<file path="src/rtl/tsm_pkg.sv">
package tsm_pkg;

    // Configuration register map
    typedef enum logic [2:0] {
        REG_SX_GAIN_X = 3'd0,
        REG_SX_GAIN_Y = 3'd1,
        REG_SX_OFFSET = 3'd2,
        REG_SY_GAIN_X = 3'd3,
        REG_SY_GAIN_Y = 3'd4,
        REG_SY_OFFSET = 3'd5,
        REG_RAW_MIN   = 3'd6,
        REG_RAW_MAX   = 3'd7
    } cfg_reg_e;

    localparam int CFG_DATA_BITS   = 32;
    localparam int RAW_LIMIT_BITS  = 12;
    localparam int MEDIAN_OUT_BITS = 12;
    localparam int SCREEN_BITS     = 16;

    localparam logic [RAW_LIMIT_BITS-1:0] RAW_MIN_RESET = 12'd10;
    localparam logic [RAW_LIMIT_BITS-1:0] RAW_MAX_RESET = 12'd1950;
    localparam logic [SCREEN_BITS-1:0]    SCREEN_LIMIT  = 16'd60000;

    // Divide by 1000000: q = (n * RECIP_MULT) >> RECIP_SHIFT, exact for n < 2^31
    localparam logic [31:0] RECIP_MULT  = 32'd2251799814;
    localparam int          RECIP_SHIFT = 51;
    localparam int          NUM_BITS    = 31;
    localparam int          PROD_BITS   = NUM_BITS + 32;
    localparam int          QUOT_BITS   = PROD_BITS - RECIP_SHIFT;

    // Per-stage load strobes for the mapping pipeline
    typedef struct packed {
        logic s3;
        logic s4;
        logic s5;
    } pipe_en_t;

endpackage

</file>
<file path="src/rtl/tsm_axis.sv">
module tsm_axis #(
    parameter int SAMPLE_BITS = 12
) (
    input  logic                               clk,
    input  tsm_pkg::pipe_en_t                  en,
    input  logic [31:0]                        gain_x,
    input  logic [31:0]                        gain_y,
    input  logic [31:0]                        offset,
    input  logic [SAMPLE_BITS-1:0]             raw_x,
    input  logic [SAMPLE_BITS-1:0]             raw_y,
    output logic [tsm_pkg::SCREEN_BITS-1:0]    screen
);

    logic [31:0]                       prod_x_reg;
    logic [31:0]                       prod_y_reg;
    logic [31:0]                       sum_reg;
    logic [tsm_pkg::PROD_BITS-1:0]     recip_reg;
    logic                              neg_reg;
    logic [tsm_pkg::QUOT_BITS-1:0]     quot;
    logic [tsm_pkg::SCREEN_BITS-1:0]   quot_w;

    // Weighted raw terms, kept modulo 2^32
    always_ff @(posedge clk)
    begin
        if (en.s3)
        begin
            prod_x_reg <= 32'(gain_x * 32'(raw_x));
            prod_y_reg <= 32'(gain_y * 32'(raw_y));
        end
    end

    // Wrapping affine sum
    always_ff @(posedge clk)
    begin
        if (en.s4)
            sum_reg <= 32'(prod_x_reg + prod_y_reg + offset);
    end

    // Reciprocal multiply for the divide by one million
    always_ff @(posedge clk)
    begin
        if (en.s5)
        begin
            recip_reg <= tsm_pkg::PROD_BITS'(sum_reg[tsm_pkg::NUM_BITS-1:0]) *
                         tsm_pkg::PROD_BITS'(tsm_pkg::RECIP_MULT);
            neg_reg   <= sum_reg[31];
        end
    end

    // Quotient, negative and over-range clamp to zero
    always_comb
    begin
        quot   = recip_reg[tsm_pkg::PROD_BITS-1:tsm_pkg::RECIP_SHIFT];
        quot_w = tsm_pkg::SCREEN_BITS'(quot);
        if (neg_reg || quot_w > tsm_pkg::SCREEN_LIMIT)
            screen = '0;
        else
            screen = quot_w;
    end

endmodule

</file>
<file path="config.mk">
export PLATFORM = sky130hd
export DESIGN_NAME = tsm_axis
export DESIGN_NICKNAME = d
export VERILOG_FILES = /design/src/rtl/tsm_pkg.sv /design/src/rtl/tsm_axis.sv
export SDC_FILE = /design/constraint.sdc
export NUM_CORES = 2
export LEC_CHECK = 0
export ABC_AREA = 1
export BUFFER_PORTS_ARGS = -buffer_cell sky130_fd_sc_hd__buf_2
export CAP_MARGIN = 20
export CELL_PAD_IN_SITES_DETAIL_PLACEMENT = 1
export CELL_PAD_IN_SITES_GLOBAL_PLACEMENT = 1
export CORE_MARGIN = 1.5
export CORE_UTILIZATION = 55
export CTS_CLUSTER_SIZE = 40
export DETAILED_ROUTE_END_ITERATION = 16
export PLACE_DENSITY_LB_ADDON = 0.12
export REMOVE_ABC_BUFFERS = 1
export SLEW_MARGIN = 20
export SYNTH_ARGS = -nofsm -noshare
export SYNTH_HDL_FRONTEND = slang
export SYNTH_SLANG_ARGS = --single-unit
</file>
<file path="constraint.sdc">
create_clock -name clk -period 11.81 [get_ports clk]
set_input_delay 1.181 -clock clk [delete_from_list [all_inputs] [get_ports clk]]
set_output_delay 1.181 -clock clk [all_outputs]
set_load 0.005 [all_outputs]
</file>
==> impl_results.md <==
- Via count: 32930
- R2R Path End: recip_reg[61]$_DFFE_PP_
- Max incr delay on CP: 630 ps
- Grt total ovfl: 0
- Area share of the largest cell type after synthesis: 41.6%
- CP Class: reg -> reg
- Min Clock Period, post-route: 7070 ps
- Hold_buf cts: 0
- Post-synth ARST share: 0%
- Num Clock Sinks: 109
- Post_cts resized: 0
- CP Cell Sequence: inv_1 > fa_1 > fa_1 > fa_1 > fa_1 > inv_1 > fa_1 > fa_1 > fa_1 > inv_1 > fa_1 > inv_1 > ha_1 > nand2_1 > nor2_1 > nand2_1 > nor3_1 > nand2_1 > nand3b_1 > nand2_1 > nand3_1 > nand2_1
- Synth area leader: fa_1
- Initial DRC Count: ~1500
- Site row count: 100
- Hold WC Path Type: reg -> reg
- Final nets: between 6000 and 7000
- Slew headroom: between 40% and 50%
- PortBufs: 135
- Distinct cell type count after synthesis: 51
- WP data required: between 10000 and 15000 ps
- Top post-synthesis cells by count: inv_1, nand2_1, fa_1
- Final period util: 59.9%
- Post-Synthesis Cells: 4943
- Buf/Inv on CP: 4
- Worst path arrival time: 7240 ps
- Die H: 278 um
- Ys flop type: edfxtp_1
- Post-Syn Area per Cell: around 8.4 sq um
- Endpoint type of the worst setup path: flip-flop
- Outcome: complete, no violations
- GRT Total Usage: 35.9%
- Post-CTS Setup Repair Bufs: 0
- Post-synth EDFFs: 109
- Min-Delay Startpoint: sum_reg[31]$_DFFE_PP_
- First-pass GRT wire length: ~210000 um
- Die Area: a little under 80000 sq um
- CP Max Fanout: 8
- TritonCTS Buffers: 9
- R2R cell count: 22
- CP Launch Type: flip-flop
- TNS Setup: 0 ps
- Max H-tree Level: 3
- Final hold vios: 0
- Placer Congestion: 1.04
- Peak Freq: 141 MHz
- Final wirelength: 133000 um
- Root Driver: clkbuf_16
- HPWL Detailed: 117000 um
- Clock skew: roughly 13 ps
- Top Family by Delay on Critical Path: adder cells
- Most common cell on crit path: fa_1
- Clock transition at the registers of the reported paths: around 90 ps
- CTS tree: done
- Largest net degree at the start of global routing: 65
- YS warnings: 0
- Vias in the first global route: 38756
- Vias/cell: 5.54
- Initial antenna violation count: 3
- Die width: approximately 280 um
- Top-count cell post-synth: inv_1
- Post-Syn Area: 41600 sq um
- Register area share after synthesis: 7.86%
- Stages on the worst setup path: 22
- Least-Margin Pin Slew: 881 ps
- Top-level port count: 140
- Core footprint: between 70000 and 80000 sq um
- CP max-delay cell: edfxtp_1
- Reg2reg setup slack: 4740 ps
- Ratio of cells with drive above 1 in the final layout: 4.62%
- Deepest clock path buffer count: 2
- Layout area overhead: 4.05%
- Worst R2R Start: sum_reg[15]$_DFFE_PP_
- Worst skew pair latency: 390 ps
- Hold Path End: neg_reg$_DFFE_PP_
- Hold Path Stages: 0
- Area contributors post-synth: fa_1, ha_1, inv_1, nand2_1, edfxtp_1
- Max-Cap Viols: 0
- # DRC: 0
- Final Setup Violations: 0
- RSZ-0062 raised after global routing: no
- Drt wl/cell: approximately 22 um
- Final Max Tran Viols: 0
- Count of state elements after synthesis: 109
- ANT nets after route: 0
- Pre-Repair DR Iteration Count: 5
- Initial core utilization: 55.7%
==> cell families after synthesis <==
logic type      synth area share [%]
simple gates                    15.4
fa+ha+maj                       56.4
xor+xnor                        2.25
buf+inv                         12.8
compound gates                  5.24
other cells                  0.00901
flops                           7.86
==> per-stage QoR <==
| stage | instance area (sq um) | util [%] | hold slack [ps] | instances | setup WS, ps |
|---|---|---|---|---|---|
| floorplan | 41200 | - | 400 | 4827 | 5700 |
| global placement | 43100 | 57.6 | 698 | 5932 | 4830 |
| detailed placement | 43100 | 57.6 | 731 | 5932 | 4760 |
| CTS | 43300 | 58.0 | 750 | 5947 | 4750 |
| global route | 43300 | 58.0 | 777 | 5948 | 4450 |
| finish | 43300 | 58.0 | 775 | 5948 | 4740 |
==> worst register-to-register path, cell delays in order (launching register included) <==
cell      delay, ps
edfxtp_1        630
inv_1           240
fa_1            620
fa_1            480
fa_1            540
fa_1            520
inv_1            60
fa_1            580
fa_1            450
fa_1            500
inv_1            60
fa_1            500
inv_1            50
ha_1            320
nand2_1         120
nor2_1          320
nand2_1         220
nor3_1          180
nand2_1          90
nand3b_1        140
nand2_1          90
nand3_1          80
nand2_1          50
==> worst max path at each step <==
stage / startpoint / endpoint / slack, ps
final: sum_reg[15]$_DFFE_PP_ / recip_reg[61]$_DFFE_PP_ / 4740
after global placement: sum_reg[9]$_DFFE_PP_ / recip_reg[61]$_DFFE_PP_ / 4830
after CTS: sum_reg[17]$_DFFE_PP_ / recip_reg[61]$_DFFE_PP_ / 4750
after detailed placement: sum_reg[15]$_DFFE_PP_ / recip_reg[61]$_DFFE_PP_ / 4760
after global routing: sum_reg[17]$_DFFE_PP_ / recip_reg[61]$_DFFE_PP_ / 4450
after floorplan: sum_reg[19]$_DFFE_PP_ / recip_reg[60]$_DFFE_PP_ / 5700
==> per-layer routing <==
layer / track usage, % / vias up / routed length, um
li1: - / 14773 / -
met4: 21.2 / 2 / 9290
met2: 66.1 / 843 / 68800
met1: 39.9 / 16938 / 49300
met5: 0 / - / 12
met3: 4.22 / 374 / 5200
==> cells in the final DEF (no fill, tap or decap), types with 6 or more instances in the layout <==
cell type / count
a21oi_1: 180
fa_1: 866
o21ai_1: 13
nand2_1: 1127
nand4_1: 30
nor2_1: 210
or2_2: 7
buf_2: 135
edfxtp_1: 109
a21boi_0: 6
nand2_2: 17
inv_2: 9
o21ai_2: 6
o21ai_0: 104
nand3b_1: 6
a21oi_2: 6
clkbuf_16: 9
nor2_2: 12
inv_1: 1280
a31oi_1: 6
nor3_1: 26
nand3_1: 123
xnor2_1: 31
ha_1: 493
nor3_2: 6
a21o_1: 21
o21bai_1: 21
xor2_1: 74
==> area by class of cell <==
type,count,area [sq um]
inverter,1290,4840
clock buffer,9,225
antenna,1,2.50
clock inverter,6,47.5
tap,969,1210
multi-input combinational,3428,33000
sequential,109,3270
fill,9121,31400
timing repair buffer,136,683
Power is not shown: default switching activity piles up to over one toggle a cycle in this logic, so the estimate is an artifact.
