[src/rtl/tsm_pkg.sv]
package tsm_pkg;

    // Configuration register map
    typedef enum logic [2:0] {
        REG_SX_GAIN_X = 3'd0,
        REG_SX_GAIN_Y = 3'd1,
        REG_SX_OFFSET = 3'd2,
        REG_SY_GAIN_X = 3'd3,
        REG_SY_GAIN_Y = 3'd4,
        REG_SY_OFFSET = 3'd5,
        REG_RAW_MIN   = 3'd6,
        REG_RAW_MAX   = 3'd7
    } cfg_reg_e;

    localparam int CFG_DATA_BITS   = 32;
    localparam int RAW_LIMIT_BITS  = 12;
    localparam int MEDIAN_OUT_BITS = 12;
    localparam int SCREEN_BITS     = 16;

    localparam logic [RAW_LIMIT_BITS-1:0] RAW_MIN_RESET = 12'd10;
    localparam logic [RAW_LIMIT_BITS-1:0] RAW_MAX_RESET = 12'd1950;
    localparam logic [SCREEN_BITS-1:0]    SCREEN_LIMIT  = 16'd60000;

    // Divide by 1000000: q = (n * RECIP_MULT) >> RECIP_SHIFT, exact for n < 2^31
    localparam logic [31:0] RECIP_MULT  = 32'd2251799814;
    localparam int          RECIP_SHIFT = 51;
    localparam int          NUM_BITS    = 31;
    localparam int          PROD_BITS   = NUM_BITS + 32;
    localparam int          QUOT_BITS   = PROD_BITS - RECIP_SHIFT;

    // Per-stage load strobes for the mapping pipeline
    typedef struct packed {
        logic s3;
        logic s4;
        logic s5;
    } pipe_en_t;

endpackage

[src/rtl/tsm_median.sv]
module tsm_median #(
    parameter int SAMPLE_BITS = 12
) (
    input  logic                                   clk,
    input  logic                                   load,
    input  logic [SAMPLE_BITS-1:0]                 x0,
    input  logic [SAMPLE_BITS-1:0]                 x1,
    input  logic [SAMPLE_BITS-1:0]                 x2,
    input  logic [SAMPLE_BITS-1:0]                 y0,
    input  logic [SAMPLE_BITS-1:0]                 y1,
    input  logic [SAMPLE_BITS-1:0]                 y2,
    input  logic [tsm_pkg::RAW_LIMIT_BITS-1:0]     raw_min,
    input  logic [tsm_pkg::RAW_LIMIT_BITS-1:0]     raw_max,
    output logic [SAMPLE_BITS-1:0]                 med_x,
    output logic [SAMPLE_BITS-1:0]                 med_y,
    output logic                                   in_window
);

    localparam int CMP_BITS = (SAMPLE_BITS > tsm_pkg::RAW_LIMIT_BITS) ?
                              SAMPLE_BITS : tsm_pkg::RAW_LIMIT_BITS;

    function automatic logic [SAMPLE_BITS-1:0] median3(
        input logic [SAMPLE_BITS-1:0] a,
        input logic [SAMPLE_BITS-1:0] b,
        input logic [SAMPLE_BITS-1:0] c
    );
        logic ab;
        logic bc;
        logic ac;
        logic [SAMPLE_BITS-1:0] m;
        begin
            ab = a > b;
            bc = b > c;
            ac = a > c;
            if (ab)
            begin
                if (bc)
                    m = b;
                else
                    m = ac ? c : a;
            end
            else
            begin
                if (ac)
                    m = a;
                else
                    m = bc ? c : b;
            end
            return m;
        end
    endfunction

    logic [SAMPLE_BITS-1:0] mx;
    logic [SAMPLE_BITS-1:0] my;
    logic [CMP_BITS-1:0]    mx_w;
    logic [CMP_BITS-1:0]    my_w;
    logic [CMP_BITS-1:0]    lo_w;
    logic [CMP_BITS-1:0]    hi_w;
    logic                   ok;

    logic [SAMPLE_BITS-1:0] med_x_reg;
    logic [SAMPLE_BITS-1:0] med_y_reg;
    logic                   in_window_reg;

    // Medians and window check
    always_comb
    begin
        mx   = median3(x0, x1, x2);
        my   = median3(y0, y1, y2);
        mx_w = CMP_BITS'(mx);
        my_w = CMP_BITS'(my);
        lo_w = CMP_BITS'(raw_min);
        hi_w = CMP_BITS'(raw_max);
        ok   = !(mx_w > hi_w || mx_w < lo_w || my_w > hi_w || my_w < lo_w);
    end

    always_ff @(posedge clk)
    begin
        if (load)
        begin
            med_x_reg     <= mx;
            med_y_reg     <= my;
            in_window_reg <= ok;
        end
    end

    assign med_x     = med_x_reg;
    assign med_y     = med_y_reg;
    assign in_window = in_window_reg;

endmodule

[config.mk]
export PLATFORM = sky130hd
export DESIGN_NAME = tsm_median
export DESIGN_NICKNAME = d
export VERILOG_FILES = /design/src/rtl/tsm_pkg.sv /design/src/rtl/tsm_median.sv
export SDC_FILE = /design/constraint.sdc
export NUM_CORES = 1
export LEC_CHECK = 0
export ABC_AREA = 1
export BUFFER_PORTS_ARGS = -buffer_cell sky130_fd_sc_hd__buf_2
export CAP_MARGIN = 30
export CORE_MARGIN = 10
export CORE_UTILIZATION = 47
export CTS_CLUSTER_DIAMETER = 60
export CTS_CLUSTER_SIZE = 30
export DETAILED_ROUTE_END_ITERATION = 7
export GPL_ROUTABILITY_DRIVEN = 0
export GPL_TIMING_DRIVEN = 0
export MAX_ROUTING_LAYER = met4
export PLACE_DENSITY_LB_ADDON = 0.25
export SLEW_MARGIN = 20
export SYNTH_ARGS = -nofsm -noshare
export SYNTH_HDL_FRONTEND = slang
export SYNTH_SLANG_ARGS = --single-unit
[constraint.sdc]
create_clock -name clk -period 3.4 [get_ports clk]
set_clock_uncertainty 0.1 [all_clocks]
set_input_delay 0.51 -clock clk [delete_from_list [all_inputs] [get_ports clk]]
set_output_delay 0.51 -clock clk [all_outputs]
set_load 0.005 [all_outputs]
==> results.toml <==
[layout]
fin_cells = 1062
syn2layout_area_growth_pct = 43.9
drive_gt1_share_pct = 40.2
fin_nets = 1142

[clock_network]
cts_sinks = 25
numCtsBuffers = 3
cts_tree = "done"
cts_buffer_depth = 2
cts_hold_buf = 0
cts-root-buf = "clkbuf_8"
path_clk_slew_ps = 100
htreeDepth = 1

[routing]
drt_iter0_drc = 530
dr.pass1.iters = 5
vias = 5885
ant_nets = 0
routedWlPerCell_um = 17.2
vias_per_cell = 5.54
detail_route.wirelength_mm = 18.2
drc = 0

[timing]
setup_viol = 1
min_period_ps = 3420
rsz0062_at_grt = "true"
worst_slack_ps = -15.6
finalHoldViolations = 0
fmax_mhz = 293
finalCritPeriodShare_pct = 100
tightestPinTransition_ps = 601
slew_viol_final = 0
hold_slack_ps = 578
relSlewSlack_pct = 59.9

[floorplan]
coreArea_mm2 = 0.0104
dieWidth_um = 124
pin_count = 123
start_util_pct = 48.7
die-area_mm2 = 0.0154
rows = 37
die_h_um = 124

[synth]
synthFlopType = "edfxtp_1"
muxShareOfSynthArea_pct = 0
syn_area_mm2 = 0.00508
synth_area_leaders = "ha_1 (29%), edfxtp_1 (15%), nand2_1 (12%)"
yosysUniqueCellTypes = 34
yosys.area_share.xor_xnor_pct = 0
synth_edf_count = 25
syn-instance-count = 747
ys_ff_latch = 25
synth_compound_gate_area_share_pct = 21.0
ys_seq_area_share_pct = 14.8
synth.top_cell.area_share_pct = 29.1
yosys.area_share.simple_pct = 22.7
synth_async_sr_flop_share_pct = 0
synth_top_family_by_area = "adder cells"
synth_common_cells = "nand2_1 (159), inv_1 (134), ha_1 (118)"
postSynthAreaPerCell_um2 = 6.80
ys_warn_count = 0
syn_nets = 963
synth_adder_area_share_pct = 29.1
yosys.cell_count.top_type = "nand2_1"
synth_top_area_cell = "ha_1"

[status]
status = "complete, but fails checks"
violations = "negative setup slack"

[global_route]
grt_pass1_wl_mm = 24.4
antenna_found_initial = 1
grt-ovfl-total = 0
grt_pass1_vias = 5213
grt_max_degree = 26
grt_use_total_pct = 19.8

[hold_path]
worstHoldStart = "x0[0]"
hold_end = "med_x[0]"
hold_depth = 5
hp-class = "in -> reg"

[power]
ir_drop_mv = 0.203
cellLeakagePower_nw = 3.66
power.density_mw_per_mm2 = 304

[worst_setup_path]
critPathMaxFanout = 4
timing_worst_setup_path_type = "in -> reg"
cp-start-kind = "primary input"
cp-end-kind = "flop"
critical_path_arrival_ps = 3370
worstPathRequired_ps = 3350

[place]
portBuffers = 122
hpwl_mm = 12.8
dp.cells = 1005

[flow_run]
cap_violations = 0
-- what timing repair did --
action / CTS / global route
buffers inserted: 12 / 27
resized for setup: 56 / 188
pin swaps: 15 / 54
setup endpoints to repair: 1 / 1
gates cloned: 1 / 12
-- power breakdown --
part	switching, mW	internal (mW)
Clock	0.110	0.0826
Combinational	0.889	0.714
Sequential	0.0161	0.411
Total	1.02	1.21
-- cell type report --
cell class,instances,area [um2]
inverter,141,552
clock inverter,1,5.00
timing repair inverter,1,5.00
clock buffer,3,41.3
buffer,20,248
antenna,1,2.50
tap,136,170
fill,818,3110
sequential,25,751
multi-input combinational,563,4450
timing repair buffer,171,1080
-- per-stage QoR --
stage	utilization [%]	TNS [ps]	total power [mW]	worst slack [ps]	area, um2
2_1_floorplan	-	0	1.17	87.8	5080
3_3_place_gp	56.2	-562	1.52	-562	5860
3_5_place_dp	56.2	-594	1.53	-594	5860
4_1_cts	59.1	0	1.80	0.243	6160
5_1_grt	70.2	-209	2.40	-209	7310
6_report	70.2	-15.6	2.22	-15.6	7310
-- placed cells by master, fill, tap and decap left out, types with 7 or more instances in the layout --
master / netlist / routed
buf_4: 2 / 47
a211oi_2: 0 / 13
nand2_2: 9 / 25
buf_6: 0 / 13
o21ai_1: 21 / 34
o21ai_0: 52 / 32
a211oi_1: 26 / 13
nand2_1: 159 / 141
o211ai_1: 24 / 24
a21oi_2: 3 / 9
nand3_2: 6 / 7
nand3_1: 19 / 16
nand4_1: 8 / 8
nor2_2: 5 / 14
a21oi_1: 39 / 33
ha_1: 118 / 82
buf_2: 11 / 116
edfxtp_1: 25 / 25
inv_2: 5 / 38
inv_1: 134 / 95
ha_4: 0 / 36
o21ai_2: 0 / 7
nor2_1: 47 / 35
-- metal layers --
metal / global-route usage, % / vias up / wire length (um)
met4: 2.81 / 0 / 320
met5: - / - / 0
li1: - / 2877 / -
met3: 1.76 / 36 / 1600
met1: 27.6 / 2693 / 7940
met2: 31.1 / 279 / 8360
-- worst max path at each step --
stage,startpoint,to,slack (ps),cells after the start
after floorplan,y2[7],in_window,90,22
after global placement,x2[11],in_window,-560,19
after detailed placement,x1[7],in_window,-590,21
after CTS,y2[9],in_window,0.2,23
after global routing,x2[9],in_window,-210,23
final,x2[5],in_window,-20,20
-- worst max-delay path: stages --
cell	delay (ps)
buf_2	110
inv_2	70
ha_4	270
nand4_1	170
nor3_2	210
nand2_1	130
nand2_4	130
clkinv_2	110
nor2_1	160
a211oi_2	50
o21ai_1	260
inv_2	100
ha_4	280
nand4_1	180
o21ai_2	220
a21oi_2	40
o21ai_1	160
inv_1	80
nand2_1	80
nor2_2	30
-- kinds of logic (layout without fill, tap and decap cells) --
| group | count (synthesis) | count (layout) |
|---|---|---|
| simple gates | 265 | 267 |
| compound gates | 178 | 178 |
| buf+inv | 161 | 337 |
| fa+ha+maj | 118 | 118 |
| flops | 25 | 25 |
| other cells | 0 | 1 |
Power figures use the tool's default switching activity.
